<file path="src/design/bes_pkg.sv">
// Package for the blink and expression sequencer: phase codes, register
// indexes, configuration and state types. No dependencies.
package bes_pkg;

  localparam int unsigned TimerW = 16;
  localparam int unsigned PctW   = 7;
  localparam int unsigned PhaseW = 3;

  localparam logic [PhaseW-1:0] PH_IDLE   = 3'd0;
  localparam logic [PhaseW-1:0] PH_CLOSED = 3'd1;
  localparam logic [PhaseW-1:0] PH_REOPEN = 3'd2;
  localparam logic [PhaseW-1:0] PH_GAP    = 3'd3;
  localparam logic [PhaseW-1:0] PH_SHAKE  = 3'd4;

  typedef enum logic [2:0] {
    REG_INTERVAL_MIN = 3'd0,
    REG_INTERVAL_MAX = 3'd1,
    REG_MOUTH_OPEN   = 3'd2,
    REG_CLOSED       = 3'd3,
    REG_REOPEN       = 3'd4,
    REG_GAP          = 3'd5,
    REG_SHAKE        = 3'd6,
    REG_DOUBLE_PCT   = 3'd7
  } reg_idx_e;

  localparam logic [TimerW-1:0] RST_INTERVAL_MIN = 16'd2000;
  localparam logic [TimerW-1:0] RST_INTERVAL_MAX = 16'd6000;
  localparam logic [TimerW-1:0] RST_MOUTH_OPEN   = 16'd300;
  localparam logic [TimerW-1:0] RST_CLOSED       = 16'd120;
  localparam logic [TimerW-1:0] RST_REOPEN       = 16'd80;
  localparam logic [TimerW-1:0] RST_GAP          = 16'd100;
  localparam logic [TimerW-1:0] RST_SHAKE        = 16'd500;
  localparam logic [PctW-1:0]   RST_DOUBLE_PCT   = 7'd20;

  typedef struct packed {
    logic [TimerW-1:0] interval_min;
    logic [TimerW-1:0] interval_max;
    logic [TimerW-1:0] mouth_open;
    logic [TimerW-1:0] closed;
    logic [TimerW-1:0] reopen;
    logic [TimerW-1:0] gap;
    logic [TimerW-1:0] shake;
    logic [PctW-1:0]   double_pct;
  } cfg_t;

  typedef struct packed {
    logic [PhaseW-1:0] eye_phase;
    logic              mouth_phase;
    logic [TimerW-1:0] eye_timer;
    logic [TimerW-1:0] mouth_timer;
    logic [TimerW-1:0] blink_due;
    logic              second_pending;
  } face_t;

  typedef struct packed {
    logic              restart;
    logic              shake;
    logic              click;
    logic [TimerW-1:0] elapsed_ms;
    logic [TimerW-1:0] interval_draw;
    logic [PctW-1:0]   chance_draw;
  } step_in_t;

endpackage

</file>
<file path="src/design/bes_step.sv">
// Next-state logic for one time step of the face sequencer.
// Depends on bes_pkg.
module bes_step (
  input  bes_pkg::cfg_t     cfg_i,
  input  bes_pkg::face_t    cur_i,
  input  bes_pkg::step_in_t in_i,
  output bes_pkg::face_t    nxt_o
);

  function automatic logic [bes_pkg::TimerW-1:0] clamp_ivl(
    input logic [bes_pkg::TimerW-1:0] draw,
    input logic [bes_pkg::TimerW-1:0] lo,
    input logic [bes_pkg::TimerW-1:0] hi
  );
    logic [bes_pkg::TimerW-1:0] r;
    if (draw < lo) begin
      r = lo;
    end else if (draw > hi) begin
      r = hi;
    end else begin
      r = draw;
    end
    return r;
  endfunction

  logic [bes_pkg::TimerW-1:0] clamped;
  logic [bes_pkg::TimerW-1:0] eye_t;
  logic [bes_pkg::TimerW-1:0] mouth_t;

  assign clamped = clamp_ivl(in_i.interval_draw, cfg_i.interval_min, cfg_i.interval_max);
  assign eye_t   = cur_i.eye_timer + in_i.elapsed_ms;
  assign mouth_t = cur_i.mouth_timer + in_i.elapsed_ms;

  always_comb begin
    nxt_o = cur_i;
    if (in_i.restart) begin
      nxt_o.eye_phase      = bes_pkg::PH_IDLE;
      nxt_o.mouth_phase    = 1'b0;
      nxt_o.eye_timer      = '0;
      nxt_o.mouth_timer    = '0;
      nxt_o.second_pending = 1'b0;
      nxt_o.blink_due      = clamped;
    end else begin
      nxt_o.eye_timer   = eye_t;
      nxt_o.mouth_timer = mouth_t;
      if (in_i.click) begin
        nxt_o.mouth_phase = 1'b1;
        nxt_o.mouth_timer = '0;
      end
      if (nxt_o.mouth_phase && (nxt_o.mouth_timer >= cfg_i.mouth_open)) begin
        nxt_o.mouth_phase = 1'b0;
        nxt_o.mouth_timer = '0;
      end

      if (in_i.shake) begin
        nxt_o.eye_phase      = bes_pkg::PH_SHAKE;
        nxt_o.eye_timer      = '0;
        nxt_o.second_pending = 1'b0;
      end else begin
        unique case (cur_i.eye_phase)
          bes_pkg::PH_IDLE: begin
            if (eye_t >= cur_i.blink_due) begin
              nxt_o.eye_phase      = bes_pkg::PH_CLOSED;
              nxt_o.eye_timer      = '0;
              nxt_o.second_pending = (in_i.chance_draw < cfg_i.double_pct);
            end
          end
          bes_pkg::PH_CLOSED: begin
            if (eye_t >= cfg_i.closed) begin
              nxt_o.eye_phase = bes_pkg::PH_REOPEN;
              nxt_o.eye_timer = '0;
            end
          end
          bes_pkg::PH_REOPEN: begin
            if (eye_t >= cfg_i.reopen) begin
              nxt_o.eye_timer = '0;
              if (cur_i.second_pending) begin
                nxt_o.eye_phase      = bes_pkg::PH_GAP;
                nxt_o.second_pending = 1'b0;
              end else begin
                nxt_o.eye_phase = bes_pkg::PH_IDLE;
                nxt_o.blink_due = clamped;
              end
            end
          end
          bes_pkg::PH_GAP: begin
            if (eye_t >= cfg_i.gap) begin
              nxt_o.eye_phase = bes_pkg::PH_CLOSED;
              nxt_o.eye_timer = '0;
            end
          end
          default: begin
            if (eye_t >= cfg_i.shake) begin
              nxt_o.eye_phase = bes_pkg::PH_IDLE;
              nxt_o.eye_timer = '0;
              nxt_o.blink_due = clamped;
            end
          end
        endcase
      end
    end
  end

endmodule

</file>
<file path="src/design/blink_and_expression_sequencer.sv">
// Blink and expression sequencer: one time step per clock, one result per step,
// while the output is not back-pressured. The result is valid the cycle after the
// input transfer, from the combinational face state update and one output register.
// Reset (rst_ni low, asynchronous): config, face and valid registers to defaults,
// face idle and neutral, blink interval at interval_min default; no clearing pass.
// Depends on bes_pkg and bes_step.
module blink_and_expression_sequencer (
  input  logic        clk_i,
  input  logic        rst_ni,
  input  logic        s_axis_tvalid_i,
  output logic        s_axis_tready_o,
  // shake, click, elapsed_ms[15:0], interval_draw[15:0], chance_draw[6:0], pad
  input  logic [47:0] s_axis_tdata_i,
  // restart
  input  logic        s_axis_tuser_i,
  output logic        m_axis_tvalid_o,
  input  logic        m_axis_tready_i,
  // eyes_mode[2:0], mouth_open, pad
  output logic [7:0]  m_axis_tdata_o,
  input  logic        psel,
  input  logic        penable,
  input  logic        pwrite,
  input  logic [4:0]  paddr,
  input  logic [31:0] pwdata,
  output logic [31:0] prdata,
  output logic        pready
);

  bes_pkg::cfg_t     cfg_q;
  bes_pkg::face_t    face_q, face_d;
  bes_pkg::step_in_t step_in;
  logic              in_xfer;
  logic              out_valid_q;
  logic [7:0]        out_data_q;
  logic              cfg_wr;
  bes_pkg::reg_idx_e reg_idx;

  assign pready  = 1'b1;
  assign cfg_wr  = psel && penable && pwrite && pready;
  assign reg_idx = bes_pkg::reg_idx_e'(paddr[4:2]);

  always_ff @(posedge clk_i or negedge rst_ni) begin
    if (!rst_ni) begin
      cfg_q.interval_min <= bes_pkg::RST_INTERVAL_MIN;
      cfg_q.interval_max <= bes_pkg::RST_INTERVAL_MAX;
      cfg_q.mouth_open   <= bes_pkg::RST_MOUTH_OPEN;
      cfg_q.closed       <= bes_pkg::RST_CLOSED;
      cfg_q.reopen       <= bes_pkg::RST_REOPEN;
      cfg_q.gap          <= bes_pkg::RST_GAP;
      cfg_q.shake        <= bes_pkg::RST_SHAKE;
      cfg_q.double_pct   <= bes_pkg::RST_DOUBLE_PCT;
    end else if (cfg_wr) begin
      unique case (reg_idx)
        bes_pkg::REG_INTERVAL_MIN: cfg_q.interval_min <= pwdata[15:0];
        bes_pkg::REG_INTERVAL_MAX: cfg_q.interval_max <= pwdata[15:0];
        bes_pkg::REG_MOUTH_OPEN:   cfg_q.mouth_open   <= pwdata[15:0];
        bes_pkg::REG_CLOSED:       cfg_q.closed       <= pwdata[15:0];
        bes_pkg::REG_REOPEN:       cfg_q.reopen       <= pwdata[15:0];
        bes_pkg::REG_GAP:          cfg_q.gap          <= pwdata[15:0];
        bes_pkg::REG_SHAKE:        cfg_q.shake        <= pwdata[15:0];
        bes_pkg::REG_DOUBLE_PCT:   cfg_q.double_pct   <= pwdata[6:0];
        default: ;
      endcase
    end
  end

  always_comb begin
    unique case (reg_idx)
      bes_pkg::REG_INTERVAL_MIN: prdata = {16'd0, cfg_q.interval_min};
      bes_pkg::REG_INTERVAL_MAX: prdata = {16'd0, cfg_q.interval_max};
      bes_pkg::REG_MOUTH_OPEN:   prdata = {16'd0, cfg_q.mouth_open};
      bes_pkg::REG_CLOSED:       prdata = {16'd0, cfg_q.closed};
      bes_pkg::REG_REOPEN:       prdata = {16'd0, cfg_q.reopen};
      bes_pkg::REG_GAP:          prdata = {16'd0, cfg_q.gap};
      bes_pkg::REG_SHAKE:        prdata = {16'd0, cfg_q.shake};
      bes_pkg::REG_DOUBLE_PCT:   prdata = {25'd0, cfg_q.double_pct};
      default:                   prdata = '0;
    endcase
  end

  // Output register frees up whenever its result is taken in the same cycle.
  assign s_axis_tready_o = !out_valid_q || m_axis_tready_i;
  assign in_xfer         = s_axis_tvalid_i && s_axis_tready_o;

  assign step_in.restart       = s_axis_tuser_i;
  assign step_in.shake         = s_axis_tdata_i[0];
  assign step_in.click         = s_axis_tdata_i[1];
  assign step_in.elapsed_ms    = s_axis_tdata_i[17:2];
  assign step_in.interval_draw = s_axis_tdata_i[33:18];
  assign step_in.chance_draw   = s_axis_tdata_i[40:34];

  bes_step u_step (
    .cfg_i (cfg_q),
    .cur_i (face_q),
    .in_i  (step_in),
    .nxt_o (face_d)
  );

  always_ff @(posedge clk_i or negedge rst_ni) begin
    if (!rst_ni) begin
      face_q.eye_phase      <= bes_pkg::PH_IDLE;
      face_q.mouth_phase    <= 1'b0;
      face_q.eye_timer      <= '0;
      face_q.mouth_timer    <= '0;
      face_q.blink_due      <= bes_pkg::RST_INTERVAL_MIN;
      face_q.second_pending <= 1'b0;
      out_valid_q           <= 1'b0;
    end else begin
      if (in_xfer) begin
        face_q      <= face_d;
        out_valid_q <= 1'b1;
      end else if (m_axis_tready_i) begin
        out_valid_q <= 1'b0;
      end
    end
  end

  always_ff @(posedge clk_i) begin
    if (in_xfer) begin
      out_data_q <= {4'd0, face_d.mouth_phase, face_d.eye_phase};
    end
  end

  assign m_axis_tvalid_o = out_valid_q;
  assign m_axis_tdata_o  = out_data_q;

endmodule

</file>
<file path="config.mk">
export PLATFORM = sky130hd
export DESIGN_NAME = blink_and_expression_sequencer
export DESIGN_NICKNAME = d
export VERILOG_FILES = /design/src/design/bes_pkg.sv /design/src/design/bes_step.sv /design/src/design/blink_and_expression_sequencer.sv
export SDC_FILE = /design/constraint.sdc
export NUM_CORES = 1
export LEC_CHECK = 0
export ABC_AREA = 1
export BUFFER_PORTS_ARGS = -buffer_cell sky130_fd_sc_hd__buf_2
export CORE_MARGIN = 3
export CORE_UTILIZATION = 60
export DETAILED_ROUTE_END_ITERATION = 7
export PLACE_DENSITY = 0.81
export SLEW_MARGIN = 5
export SYNTH_ARGS = -nofsm -noshare
export SYNTH_HDL_FRONTEND = slang
export SYNTH_SLANG_ARGS = --single-unit
export TNS_END_PERCENT = 50
</file>
<file path="constraint.sdc">
create_clock -name clk_i -period 8.4 [get_ports clk_i]
set_input_delay 0.84 -clock clk_i [delete_from_list [all_inputs] [get_ports clk_i]]
set_output_delay 0.84 -clock clk_i [all_outputs]
set_load 0.005 [all_outputs]
</file>
==> run metrics <==
most frequent cells after synthesis nand2_1, inv_1, ha_1, o21ai_0, dfrtp_1; period utilization 50.0%; register area share after synthesis 34.1%; Synth area leaders dfrtp_1, ha_1, nand2_1, dfstp_2, inv_1; RR Endpoint face_q[9]; area leader, netlist dfrtp_1; metal2 WL 18100 um; max layer used met5; global route overflow 0; Critical Path Fanout Max 17; critical path cell sequence buf_2 > ha_1 > inv_1 > fa_1 > nand3b_1 > nand2_1 > a21oi_1 > o21bai_1 > xnor2_1 > inv_1 > ha_1 > nand2_1 > inv_1 > nand3_1 > nor2_1 > nand3_1 > nand4_2 > nand4_4 > inv_4 > nand2_1 > nand2_1; DR iter-0 viols 1128; Synth async-reset ratio 97.7%; DRT antenna net count 0; Internal Dissipation 2.05 mW; critical path arrival 4.58 ns; slowest cell on the critical path fa_1; Worst EP required 8.78 ns; Reg power frac 32.9%; total routed wirelength 37300 um; CTS tree yes; Reg2Reg Launch Point face_q[33]; # diodes 0; syn_area_per_cell 7.35 um^2; Synth top area share 25.2%; P_leak 7.57 nW; Placer Congestion 0.908; Non-Filler Instances 2148; skew final 0.0136 ns; first-pass GRT wire length 59500 um; largest delay contributor family on the critical path simple AND/OR/NAND/NOR gates; power per cell area 252 nW/um^2; count of different cell masters after synthesis 50; DRC 0; worst slew pin tran 1.29 ns; Top FF cell, synth dfrtp_1; adder-cell area share of the yosys netlist 15.8%; largest family of logic cells by synthesized area simple AND/OR/NAND/NOR gates; hold_buf cts 0; FMAX 0.238 GHz; Worst Setup End Kind flop; Placed Instances 2116; maximum VDD drop 0.000151 V; io pins 136; Worst-Skew Late Latency 0.44 ns; post-CTS resize count 0; Final Setup Violations 0; number of antenna violations at the first check in global routing 3; layout cells sized above 1 10.8%; largest net degree at the start of global routing 110; most common cell in the synthesized netlist nand2_1; Worst R2R Setup Slack 4.37 ns; routed length on met3 2330 um; wire per inst 17.4 um; CTS Buf Count 17; sw power 1.56 mW; RSZ-0062 raised after global routing no; Final HPWL DP 28500 um; Hold Crit Class reg2reg; Die Ht 154 um; hold endpoint face_q[9]; setup repair bufs after CTS 0; Hold Path Origin face_q[9]; vias 12400; Critical path origin s_axis_tdata_i[2]; Hold Violations, Final 0; vias in the first global route 11700; status finished, final reports clean; Synth Register Bits 177; Crit Path Category in2reg; most numerous cell on the critical path nand2_1; Clk pwr share 22.4%; XOR/XNOR Fraction of Synth Area 0.730%; H-tree depth 4; sum of negative setup slack 0 ns; Slew headroom 13.8%; maxcap violations 0; Critical Path Start Type primary input; Final Max Slew Viols 0; clk root buf clkbuf_16; hold path cells 2; simple-gate share of the synthesized area 23.7%; mux cell area share after synthesis 0%; WP buf/inv 5; max incr delay on CP 0.39 ns; P&R area growth vs syn 8.60%; die span in x 154 um; drt via density 5.76; Register-to-Register Path Depth 20; initial core utilization 62.0%; Core ar. 21300 um^2; # fillers 1815; Post-synth EDFFs 4; Yosys Warn Count 0; drt first pass iters 6; Port Buffers 89; combinational power share 44.7%; synthesized instance count 1795; nets 2118; FP Rows 53; mapped cell area 13200 um^2; compound-cell area share of the yosys netlist 15.1%; DIE AREA 23800 um^2; clk sinks 177; Reg clk slew, reported paths 0.07 ns; global-route usage over all layers 31.3%; Max Root-Sink Buffers 2; WL met1 15400 um; fin crit period 4.20 ns; sw frac 43.2%
## worst min-delay path: stages (launching register included)
cell and delay, ns:
dfstp_2 0.37, nand2_1 0.05, nand2_1 0.05
## area by class of cell
cell class / count / area, um^2 / area share [%]
inverters: 271 / 1020 / 7.11
multi-input cells: 1298 / 7380 / 51.5
repair buffers: 95 / 497 / 3.47
flip-flops and latches: 177 / 4500 / 31.4
well taps: 275 / 344 / 2.40
clock buffers: 17 / 425 / 2.97
clock inverters: 15 / 164 / 1.14
## power groups by stage
stage          clock, mW  combinational [mW]  sequential, mW
2_1_floorplan          0                1.15            1.17
3_3_place_gp           0                1.49            1.19
3_5_place_dp           0                1.56            1.20
4_1_cts            0.810                1.59            1.19
5_1_grt            0.844                1.83            1.21
6_report           0.808                1.61            1.19
## worst max-delay path by stage
stage,to,slack [ns],cells past startpoint
floorplan,face_q[39],4.74,23
global placement,face_q[9],3.96,22
detailed placement,face_q[9],3.88,22
CTS,face_q[9],4.26,21
global route,face_q[9],3.91,21
finish,face_q[9],4.20,21
## metrics by stage
step                utilization, %  power [mW]  instance area (um^2)  setup slack (ns)  hold WS, ns
global route                  67.3        3.89                 14300              3.91        0.497
detailed placement            64.6        2.76                 13700              3.88        0.459
global placement              64.6        2.68                 13700              3.96        0.457
floorplan                        -        2.32                 13300              4.74        0.447
CTS                           67.3        3.59                 14300              4.26        0.471
finish                        67.3        3.61                 14300              4.20        0.469
## cells by family (layout without fill, tap and decap cells)
family                     Yosys count  in the layout
AOI/OAI and AO/OA                  364            364
buffers and inverters              339            398
DFF                                177            177
and+or+nand+nor                    737            737
xor gates and xnor gates            11             11
adders and majority gates          165            165
other                                2             21
## state kept, by name (all words and copies together), names as in the netlist
| register | count |
|---|---|
| cfg_q | 119 |
| face_q | 53 |
| m_axis_tdata_o | 4 |
| m_axis_tvalid_o | 1 |
## layer usage
layer  global-route usage [%]  vias up
met4                     12.2        6
met3                     3.83      118
met1                     40.5     5768
met5                        0        -
met2                     53.5      502
li1                         -     5974
## layout by cell type (no fill, tap or decap), drive strengths merged, types with 19 or more instances in the layout
cell,Yosys,routed
dfstp,40,40
nor2,85,85
conb,2,21
a21oi,131,131
buf,42,95
nor3,19,19
o22ai,31,31
nand2,515,515
ha,163,163
dfrtp,133,133
nand3,91,91
o21ai,152,152
inv,271,280
(Power assumes the default switching activity.)
